`src/rtl/assert_macros.svh`:
```
// ---------------------------------------------------------------------------
// Assertion macros
// Concurrent checks on the block clock; compiled out when SYNTH is defined.
// ---------------------------------------------------------------------------
`ifndef ASSERT_MACROS_SVH
`define ASSERT_MACROS_SVH

`ifndef SYNTH
// check on every clock edge outside reset
`define ASSERT_CHECK(lbl, prop, msg) \
  lbl: assert property (@(posedge clk) disable iff (rst) prop) else $error(msg);
// check on every clock edge, reset included
`define ASSERT_ALWAYS(lbl, prop, msg) \
  lbl: assert property (@(posedge clk) prop) else $error(msg);
`else
`define ASSERT_CHECK(lbl, prop, msg)
`define ASSERT_ALWAYS(lbl, prop, msg)
`endif

`endif

```
`src/rtl/tqv_pkg.sv`:
```
// ---------------------------------------------------------------------------
// tqv_pkg
// Types, constants and helper functions of the flow Q-vector accumulator.
// ---------------------------------------------------------------------------
package tqv_pkg;

  // sizes
  localparam int DEF_NUM_HARMONICS = 6;
  localparam int MAX_TRACKS        = 65536;
  localparam int CNT_W             = 17;
  localparam int SUM_W             = 48;
  localparam int PROD_W            = 32;
  localparam int TRIG_W            = 16;
  localparam int XY_W              = 18;
  localparam int CORDIC_STEPS      = 15;
  localparam int CORDIC_START      = 9949;
  localparam int TRIG_ONE          = 16384;

  // pipeline positions behind the input register
  localparam int ST_MUL = CORDIC_STEPS + 2;
  localparam int ST_ACC = CORDIC_STEPS + 3;

  // func codes of an input item
  localparam logic [1:0] FUNC_ADD  = 2'd0;
  localparam logic [1:0] FUNC_SUB  = 2'd1;
  localparam logic [1:0] FUNC_EMIT = 2'd2;

  // weight modes
  localparam logic [1:0] MODE_UNIT     = 2'd0;
  localparam logic [1:0] MODE_MOMENTUM = 2'd1;
  localparam logic [1:0] MODE_POSITIVE = 2'd2;
  localparam logic [1:0] MODE_NEGATIVE = 2'd3;

  // register indexes
  localparam logic [1:0] REG_ETA_LOW      = 2'd0;
  localparam logic [1:0] REG_ETA_HIGH     = 2'd1;
  localparam logic [1:0] REG_WEIGHT_MODE  = 2'd2;
  localparam logic [1:0] REG_MOMENTUM_CAP = 2'd3;

  // operation carried down the pipeline
  typedef enum logic [1:0] {
    OP_NONE,
    OP_ADD,
    OP_SUB,
    OP_EMIT
  } op_t;

  typedef struct packed {
    op_t         op;
    logic [15:0] weight;
  } ctl_t;

  // rotation angle of one CORDIC step, in 1/65536 of a turn
  function automatic logic signed [XY_W-1:0] atan_turn(input int step);
    logic signed [XY_W-1:0] r;
    unique case (step)
      0:       r = XY_W'(8192);
      1:       r = XY_W'(4836);
      2:       r = XY_W'(2555);
      3:       r = XY_W'(1297);
      4:       r = XY_W'(651);
      5:       r = XY_W'(326);
      6:       r = XY_W'(163);
      7:       r = XY_W'(81);
      8:       r = XY_W'(41);
      9:       r = XY_W'(20);
      10:      r = XY_W'(10);
      11:      r = XY_W'(5);
      12:      r = XY_W'(3);
      13:      r = XY_W'(1);
      14:      r = XY_W'(1);
      default: r = '0;
    endcase
    return r;
  endfunction

  // limit a CORDIC output to +-1.0 in Q1.14
  function automatic logic signed [TRIG_W-1:0] clamp_trig(input logic signed [XY_W-1:0] v);
    logic signed [TRIG_W-1:0] r;
    if (v > XY_W'(TRIG_ONE)) begin
      r = TRIG_W'(TRIG_ONE);
    end else if (v < -XY_W'(TRIG_ONE)) begin
      r = -TRIG_W'(TRIG_ONE);
    end else begin
      r = v[TRIG_W-1:0];
    end
    return r;
  endfunction

  // accumulator add, saturating at the signed limits
  function automatic logic signed [SUM_W-1:0] sat_add(input logic signed [SUM_W-1:0] s,
                                                      input logic signed [PROD_W-1:0] t);
    logic signed [SUM_W:0]   r;
    logic signed [SUM_W-1:0] q;
    r = {s[SUM_W-1], s} + {{(SUM_W + 1 - PROD_W){t[PROD_W-1]}}, t};
    if (r[SUM_W] != r[SUM_W-1]) begin
      q = r[SUM_W] ? {1'b1, {(SUM_W-1){1'b0}}} : {1'b0, {(SUM_W-1){1'b1}}};
    end else begin
      q = r[SUM_W-1:0];
    end
    return q;
  endfunction

endpackage

```
`src/rtl/tqv_cordic_cell.sv`:
```
// ---------------------------------------------------------------------------
// tqv_cordic_cell
// One rotation step of the CORDIC chain, registered towards the next cell.
// ---------------------------------------------------------------------------
module tqv_cordic_cell import tqv_pkg::*; #(
  parameter int STEP = 0
) (
  input  logic                   clk,
  input  logic                   en,
  input  logic signed [XY_W-1:0] x_in,
  input  logic signed [XY_W-1:0] y_in,
  input  logic signed [XY_W-1:0] z_in,
  output logic signed [XY_W-1:0] x,
  output logic signed [XY_W-1:0] y,
  output logic signed [XY_W-1:0] z
);

  logic signed [XY_W-1:0] dx;
  logic signed [XY_W-1:0] dy;
  logic signed [XY_W-1:0] rot;

  // floor shifts of the opposite coordinate
  assign dx  = y_in >>> STEP;
  assign dy  = x_in >>> STEP;
  assign rot = atan_turn(STEP);

  // turn towards zero residual angle
  always_ff @(posedge clk) begin
    if (en) begin
      if (!z_in[XY_W-1]) begin
        x <= x_in - dx;
        y <= y_in + dy;
        z <= z_in - rot;
      end else begin
        x <= x_in + dx;
        y <= y_in - dy;
        z <= z_in + rot;
      end
    end
  end

endmodule

```
`src/rtl/tqv_lane.sv`:
```
// ---------------------------------------------------------------------------
// tqv_lane
// One harmonic: angle scaling, CORDIC cell chain, weight multiply and the
// saturating cos/sin accumulators.
// ---------------------------------------------------------------------------
module tqv_lane import tqv_pkg::*; #(
  parameter int HARM = 1
) (
  input  logic                    clk,
  input  logic                    rst,
  input  logic                    en,
  input  logic [15:0]             angle,
  input  logic [15:0]             weight,
  input  op_t                     op,
  output logic signed [SUM_W-1:0] q_cos,
  output logic signed [SUM_W-1:0] q_sin
);

  logic        [15:0]       ang_n;
  logic                     flip;
  logic        [15:0]       ang_rot;
  logic signed [XY_W-1:0]   z_pre;
  logic signed [XY_W-1:0]   z0;
  logic                     flip_d [0:CORDIC_STEPS];
  logic signed [XY_W-1:0]   x_c [0:CORDIC_STEPS];
  logic signed [XY_W-1:0]   y_c [0:CORDIC_STEPS];
  logic signed [XY_W-1:0]   z_c [0:CORDIC_STEPS];
  logic signed [TRIG_W-1:0] cl_cos;
  logic signed [TRIG_W-1:0] cl_sin;
  logic signed [TRIG_W-1:0] c_q;
  logic signed [TRIG_W-1:0] s_q;
  logic signed [16:0]       w_s;
  logic signed [32:0]       prod_c;
  logic signed [32:0]       prod_s;
  logic signed [PROD_W-1:0] p_cos;
  logic signed [PROD_W-1:0] p_sin;
  logic signed [PROD_W-1:0] term_cos;
  logic signed [PROD_W-1:0] term_sin;

  // n*phi mod one turn; left half-plane is turned by half a turn
  assign ang_n   = 16'(angle * HARM);
  assign flip    = ang_n[15] ^ ang_n[14];
  assign ang_rot = {ang_n[15] ^ flip, ang_n[14:0]};
  assign z_pre   = XY_W'(signed'(ang_rot));

  always_ff @(posedge clk) begin
    if (en) begin
      z0        <= z_pre;
      flip_d[0] <= flip;
      for (int k = 0; k < CORDIC_STEPS; k++) begin
        flip_d[k+1] <= flip_d[k];
      end
    end
  end

  // rotation chain
  assign x_c[0] = XY_W'(CORDIC_START);
  assign y_c[0] = '0;
  assign z_c[0] = z0;

  for (genvar k = 0; k < CORDIC_STEPS; k++) begin : g_cell
    tqv_cordic_cell #(.STEP(k)) u_cell (
      .clk  (clk),
      .en   (en),
      .x_in (x_c[k]),
      .y_in (y_c[k]),
      .z_in (z_c[k]),
      .x    (x_c[k+1]),
      .y    (y_c[k+1]),
      .z    (z_c[k+1])
    );
  end

  // clamp and undo the half turn
  assign cl_cos = clamp_trig(x_c[CORDIC_STEPS]);
  assign cl_sin = clamp_trig(y_c[CORDIC_STEPS]);

  always_ff @(posedge clk) begin
    if (en) begin
      c_q <= flip_d[CORDIC_STEPS] ? -cl_cos : cl_cos;
      s_q <= flip_d[CORDIC_STEPS] ? -cl_sin : cl_sin;
    end
  end

  // weight times trig
  assign w_s    = signed'({1'b0, weight});
  assign prod_c = w_s * c_q;
  assign prod_s = w_s * s_q;

  always_ff @(posedge clk) begin
    if (en) begin
      p_cos <= prod_c[PROD_W-1:0];
      p_sin <= prod_s[PROD_W-1:0];
    end
  end

  // accumulate, subtract or clear
  assign term_cos = (op == OP_SUB) ? -p_cos : p_cos;
  assign term_sin = (op == OP_SUB) ? -p_sin : p_sin;

  always_ff @(posedge clk) begin
    if (rst) begin
      q_cos <= '0;
      q_sin <= '0;
    end else if (en) begin
      unique case (op)
        OP_ADD, OP_SUB: begin
          q_cos <= sat_add(q_cos, term_cos);
          q_sin <= sat_add(q_sin, term_sin);
        end
        OP_EMIT: begin
          q_cos <= '0;
          q_sin <= '0;
        end
        default: begin
          q_cos <= q_cos;
          q_sin <= q_sin;
        end
      endcase
    end
  end

endmodule
```
`config.mk`:
```
export PLATFORM = sky130hd
export DESIGN_NAME = tqv_lane
export DESIGN_NICKNAME = d
export VERILOG_FILES = /design/src/rtl/assert_macros.svh /design/src/rtl/tqv_pkg.sv /design/src/rtl/tqv_cordic_cell.sv /design/src/rtl/tqv_lane.sv
export SDC_FILE = /design/constraint.sdc
export NUM_CORES = 2
export LEC_CHECK = 0
export BUFFER_PORTS_ARGS = -buffer_cell sky130_fd_sc_hd__buf_2
export CORE_MARGIN = 4
export CORE_UTILIZATION = 35
export CTS_CLUSTER_DIAMETER = 60
export DETAILED_ROUTE_END_ITERATION = 16
export GPL_TIMING_DRIVEN = 1
export PLACE_DENSITY = 0.54
export SYNTH_ARGS = -nofsm -noshare
export SYNTH_HDL_FRONTEND = slang
export SYNTH_HIERARCHICAL = 1
export SYNTH_SLANG_ARGS = --single-unit
```
`constraint.sdc`:
```
create_clock -name clk -period 11.3 [get_ports clk]
set_input_delay 2.26 -clock clk [delete_from_list [all_inputs] [get_ports clk]]
set_output_delay 2.26 -clock clk [all_outputs]
set_load 0.02 [all_outputs]
```
[Word-level counts from Yosys, hierarchy flattened]
Memory sizes are Yosys's and may differ from the RTL's.
Index checks and enable logic that the tools add are counted.
Word-level totals
  register bits: 982
  bits in latches: 0
  RAM bits: 16
  bits in read-only memories: 0
  input bits: 37
  output and inout port bits: 96
  word-level logic and storage cells: 216
  memories kept: 1
Memory list
  flip_d: depth 16, bits a word 1, rd ports 16, clocked after memory_dff 0, write ports 16, line tqv_lane.sv:24  | logic flip_d [0:CORDIC_STEPS];
Operators by class
  $add $sub $neg: 90
  $mul: 2
  divide/modulo/power cells: 0
  order comparisons: 4
  eq/ne operators: 5
  shift-type cells: 0
  muxes and demuxes: 59
  bitwise operators: 2
  reduce and logical (&&, ||, !) cells: 3
Operator list (count)
  2-to-1 mux 18 bit: 43
  2-to-1 mux 48 bit: 4
  one-hot mux 48 bit (2 select lines): 2
  adder 48 x 32 -> 49 bit: 2
  2-to-1 mux 16 bit: 6
  multiplier 17 x 16 -> 32 bit: 2
  2-to-1 mux 32 bit: 2
  negator 32 bit: 2
  adder 18 x 10 -> 18 bit: 2
  adder 18 x 11 -> 18 bit: 2
  adder 18 x 12 -> 18 bit: 2
  adder 18 x 13 -> 18 bit: 2
  adder 18 x 14 -> 18 bit: 2
  adder 18 x 14 -> 18 bit (second input constant): 2
  adder 18 x 15 -> 18 bit: 2
  adder 18 x 16 -> 18 bit: 2
  adder 18 x 4 -> 18 bit: 2
  adder 18 x 5 -> 18 bit: 2
  adder 18 x 6 -> 18 bit: 2
  adder 18 x 7 -> 18 bit: 2
  adder 18 x 8 -> 18 bit: 2
  adder 18 x 9 -> 18 bit: 2
  greater-than comparator 18 x 16 -> 1 bit (second input constant): 2
  < comparator 18 x 15 -> 1 bit (second input constant): 2
  other kinds (51): 70

[Depth between registers and ports, before layout]
  depth in word-level cells: 6
  gate-level depth with buffers: 24
  depth with buffers taken out: 23

[Hierarchy]
The synthesis kept the hierarchy.
Modules (own cells, without submodules)
  tqv_lane: instances 1, cells an instance 3768, area each 32408.6 um^2, seq. area each 5765.5 um^2
  tqv_cordic_cell at g_cell[3].u_cell: instances 1, cells an instance 486, area each 4735.8 um^2, seq. area each 1621.6 um^2
  tqv_cordic_cell at g_cell[11].u_cell: instances 1, cells an instance 506, area each 4698.3 um^2, seq. area each 1621.6 um^2
  tqv_cordic_cell at g_cell[2].u_cell: instances 1, cells an instance 487, area each 4683.2 um^2, seq. area each 1621.6 um^2
  tqv_cordic_cell at g_cell[6].u_cell: instances 1, cells an instance 467, area each 4634.4 um^2, seq. area each 1621.6 um^2
  tqv_cordic_cell at g_cell[7].u_cell: instances 1, cells an instance 464, area each 4594.4 um^2, seq. area each 1621.6 um^2
  tqv_cordic_cell at g_cell[9].u_cell: instances 1, cells an instance 450, area each 4556.9 um^2, seq. area each 1621.6 um^2
  tqv_cordic_cell at g_cell[12].u_cell: instances 1, cells an instance 470, area each 4545.6 um^2, seq. area each 1621.6 um^2
  tqv_cordic_cell at g_cell[13].u_cell: instances 1, cells an instance 463, area each 4538.1 um^2, seq. area each 1621.6 um^2
  tqv_cordic_cell at g_cell[1].u_cell: instances 1, cells an instance 470, area each 4530.6 um^2, seq. area each 1621.6 um^2
  tqv_cordic_cell at g_cell[4].u_cell: instances 1, cells an instance 460, area each 4515.6 um^2, seq. area each 1621.6 um^2
  tqv_cordic_cell at g_cell[10].u_cell: instances 1, cells an instance 460, area each 4508.1 um^2, seq. area each 1621.6 um^2
  tqv_cordic_cell at g_cell[8].u_cell: instances 1, cells an instance 443, area each 4473.0 um^2, seq. area each 1621.6 um^2
  tqv_cordic_cell at g_cell[0].u_cell: instances 1, cells an instance 477, area each 4439.3 um^2, seq. area each 1591.5 um^2
  +2 rows

[Worst setup path before layout]
No wires, ideal clock.
  path kind: input to register
  start: in weight[7]
  end: reg p_cos[30] (data pin)
  setup time: 0.257 ns
  data arrival time: 7.726 ns
  required time: 11.043 ns
  path slack: 3.317 ns
  stages on the path: 23
  buffers on the path: 1
  cell sequence: clkbuf_1 > nand2_1 > fa_1 > inv_1 > fa_1 > inv_1 > fa_1 > inv_1 > fa_1 > fa_1 > inv_1 > fa_1 > inv_1 > ha_1 > nand4_1 > a2111oi_1 > o21ai_1 > a41oi_1 > a41oi_1 > a21oi_1 > o21ai_0 > nand2b_1 > xor2_1
Between the ends
  cells in the longest elaborated chain, start to end: 1
Ends and longest elaborated chain
  start, declared: line tqv_lane.sv:13  | input logic [15:0] weight,
  multiplier 17 x 16 -> 32 bit: line tqv_lane.sv:87  | assign prod_c = w_s * c_q;
  via prod_c[30]: line tqv_lane.sv:33  | logic signed [32:0] prod_c;
  end signal, assigned: line tqv_lane.sv:92  | p_cos <= prod_c[PROD_W-1:0];
  end, declared: line tqv_lane.sv:35  | logic signed [PROD_W-1:0] p_cos;
The timed path passes the listed nets, and every way through them passes these cells.
A chain may end at the register's enable or synchronous reset.

[Final worst setup path]
  start: in weight[10]
  end: reg p_cos[30] (data pin)
The elaborated chain is that of the path after synthesis.

==> impl_metrics.tcl <==
set metrics [dict create \
    worst-setup-path-type "input pin to flop" \
    worstRegToRegCells 22 \
    place.gp.congestion 0.8981 \
    post_cts_resized 0 \
    via_per_inst 5.315 \
    cts_hold_buf 0 \
    drv_cap 0 \
    initial_utilization_pct 35.18 \
    clk_path_buf_depth 4 \
    crit_chain "buf_2 -> nand2_1 -> fa_1 -> fa_1 -> fa_1 -> fa_1 -> inv_1 -> fa_1 -> inv_1 -> fa_1 -> inv_1 -> ha_1 -> nand4_1 -> a2111oi_1 -> o21ai_1 -> a41oi_1 -> a41oi_1 -> a21oi_1 -> o21ai_0 -> nand2b_1 -> xor2_1" \
    setup_viol 0 \
    grt_pass1_vias 76120 \
    clock_latency_ns 0.82 \
    end_kind "flop" \
    core_um2 279600 \
    cp_max_fo 32 \
    cts_max_level 4 \
    hpwl_mm 201.5 \
    cp.required_ns 11.82 \
    cts_buffers 148 \
    slew_viol_final 0 \
    syn_area_um2 98360 \
    tns_ns 0 \
    outcome "completed" \
    grt_first_pass_wirelength_mm 413.0 \
    r2r-end "p_cos[30]$_DFFE_PP_" \
    grt_max_degree 148 \
    crit_top_cell "fa_1" \
    cts_setup_buffers 0 \
    die_x_um 538.1 \
    max_slew_margin_pct 22.74 \
    synthCells 10530 \
    io_pins 133 \
    crit-reg2reg-launch "c_q[7]$_DFFE_PP_" \
    tightest_slew_ns 1.158 \
    hold_depth 0 \
    clkSinkCount 998 \
    grtUsageTotal_pct 17.38 \
    grt_antenna_before_repair 2 \
    worstHoldPathType "flop to flop" \
    ys.warnings.count 6 \
    rsz0062_at_grt "no" \
    drt_iter0_drc 4653 \
    syn_area_per_cell_um2 9.338 \
    wl_per_cell_um 17.79 \
    num_rows 194 \
    r2r_setup_slack_ns 4.17 \
    cts_root_buffer "clkbuf_16" \
    timing.final.crit_period_ns 8.331 \
    clock_skew_ns 0.06769 \
    drive_above_1_share_pct 5.631 \
    cts_tree "yes" \
    drt_pass1_iterations 6 \
    route.detailed.drc 0 \
    min_from "g_cell[8].u_cell/z[1]$_DFFE_PP_" \
    ant_nets 0 \
    routed_wl_mm 257.8 \
    nNetsFinal 12270 \
    clock.fmax_mhz 120.0 \
    period_share_pct 73.73 \
    critical_path.startpoint_type "input pin" \
    whs_endpoint "g_cell[9].u_cell/z[1]$_DFFE_PP_" \
    cp.arrival_ns 8.85 \
    vias 77030 \
    clk_pin_slew_worst_paths_ns 0.05 \
    cpPeakStageDelay_ns 0.71 \
    area_growth_pct 9.575 \
    place.port_buffers 132 \
    grt_overflow 0 \
    die_y_um 538.1 \
    die_area_um2 289600 \
    critPathSlowestCell "a2111oi_1" \
    finalHoldViolCount 0 \
]
==> critical path: cells and delay by family <==
family,cells,cell delay (ns)
AOI/OAI and AO/OA,6,1.77
xor gates and xnor gates,1,0.07
adders and majority gates,7,3.45
buffers and inverters,4,0.80
and+or+nand+nor,3,0.48
==> how the worst max path moves through the flow <==
stage          startpoint             endpoint  slack (ns)
4_1_cts        weight[10]  p_cos[30]$_DFFE_PP_        3.06
3_5_place_dp   weight[10]  p_cos[30]$_DFFE_PP_        2.22
6_report       weight[10]  p_cos[30]$_DFFE_PP_        2.97
5_1_grt        weight[10]  p_cos[30]$_DFFE_PP_        2.67
3_3_place_gp    weight[7]  p_cos[30]$_DFFE_PP_        2.21
2_1_floorplan   weight[7]  p_cos[30]$_DFFE_PP_        3.32
==> per-stage QoR <==
| stage | hold slack, ns | instances | area (um2) | utilization, % | worst slack (ns) |
|---|---|---|---|---|---|
| after global placement | 0.4017 | 14240 | 103200 | 36.92 | 2.210 |
| after floorplan | 0.4003 | 10640 | 98760 | - | 3.317 |
| after CTS | 0.4124 | 14490 | 107800 | 38.54 | 3.058 |
| final | 0.4128 | 14490 | 107800 | 38.54 | 2.969 |
| after global routing | 0.4095 | 14490 | 107800 | 38.54 | 2.669 |
| after detailed placement | 0.4054 | 14240 | 103200 | 36.92 | 2.223 |
==> cell type report <==
| type | instances | area [um2] |
|---|---|---|
| clock buffer | 170 | 3817 |
| antenna | 5 | 12.51 |
| multi-input combinational | 8433 | 65100 |
| fill | 27940 | 171800 |
| clock inverter | 75 | 721.9 |
| timing repair buffer | 180 | 1056 |
| tap | 3724 | 4659 |
| inverter | 906 | 3401 |
| sequential | 998 | 29010 |
==> placed cells by master, fill, tap and decap left out, types with 96 or more instances in the layout <==
master	count
nand2_1	857
xor2_1	377
a211oi_1	112
nand2b_1	122
a21o_1	295
fa_1	434
nor3_1	190
xnor2_1	674
and2_1	275
o21ai_1	158
a31oi_1	104
dfxtp_1	96
ha_1	1128
o21ai_0	419
buf_2	131
nand3_1	135
a21oi_1	945
clkbuf_16	149
o21a_1	106
nor2_1	723
conb_1	108
inv_1	896
edfxtp_1	902
==> layer usage <==
metal  track usage [%]  wire [um]  share of wire, %
met5                 0          0                 0
met2             29.72     122900                48
met1             23.36     117200                45
met4             4.184       5925               2.3
met3             2.116      11850               4.6
==> registers in the layout (all words and copies together) (netlist names) <==
name and cells:
q_cos 48, z0 16, g_cell.u_cell/x 269, p_cos 32, s_q 16, p_sin 32
g_cell.u_cell/z 235, c_q 16, q_sin 48, g_cell.u_cell/y 270, flip_d 16
Power is not shown: default switching activity piles up to over one toggle a cycle in this logic, so the estimate is an artifact.
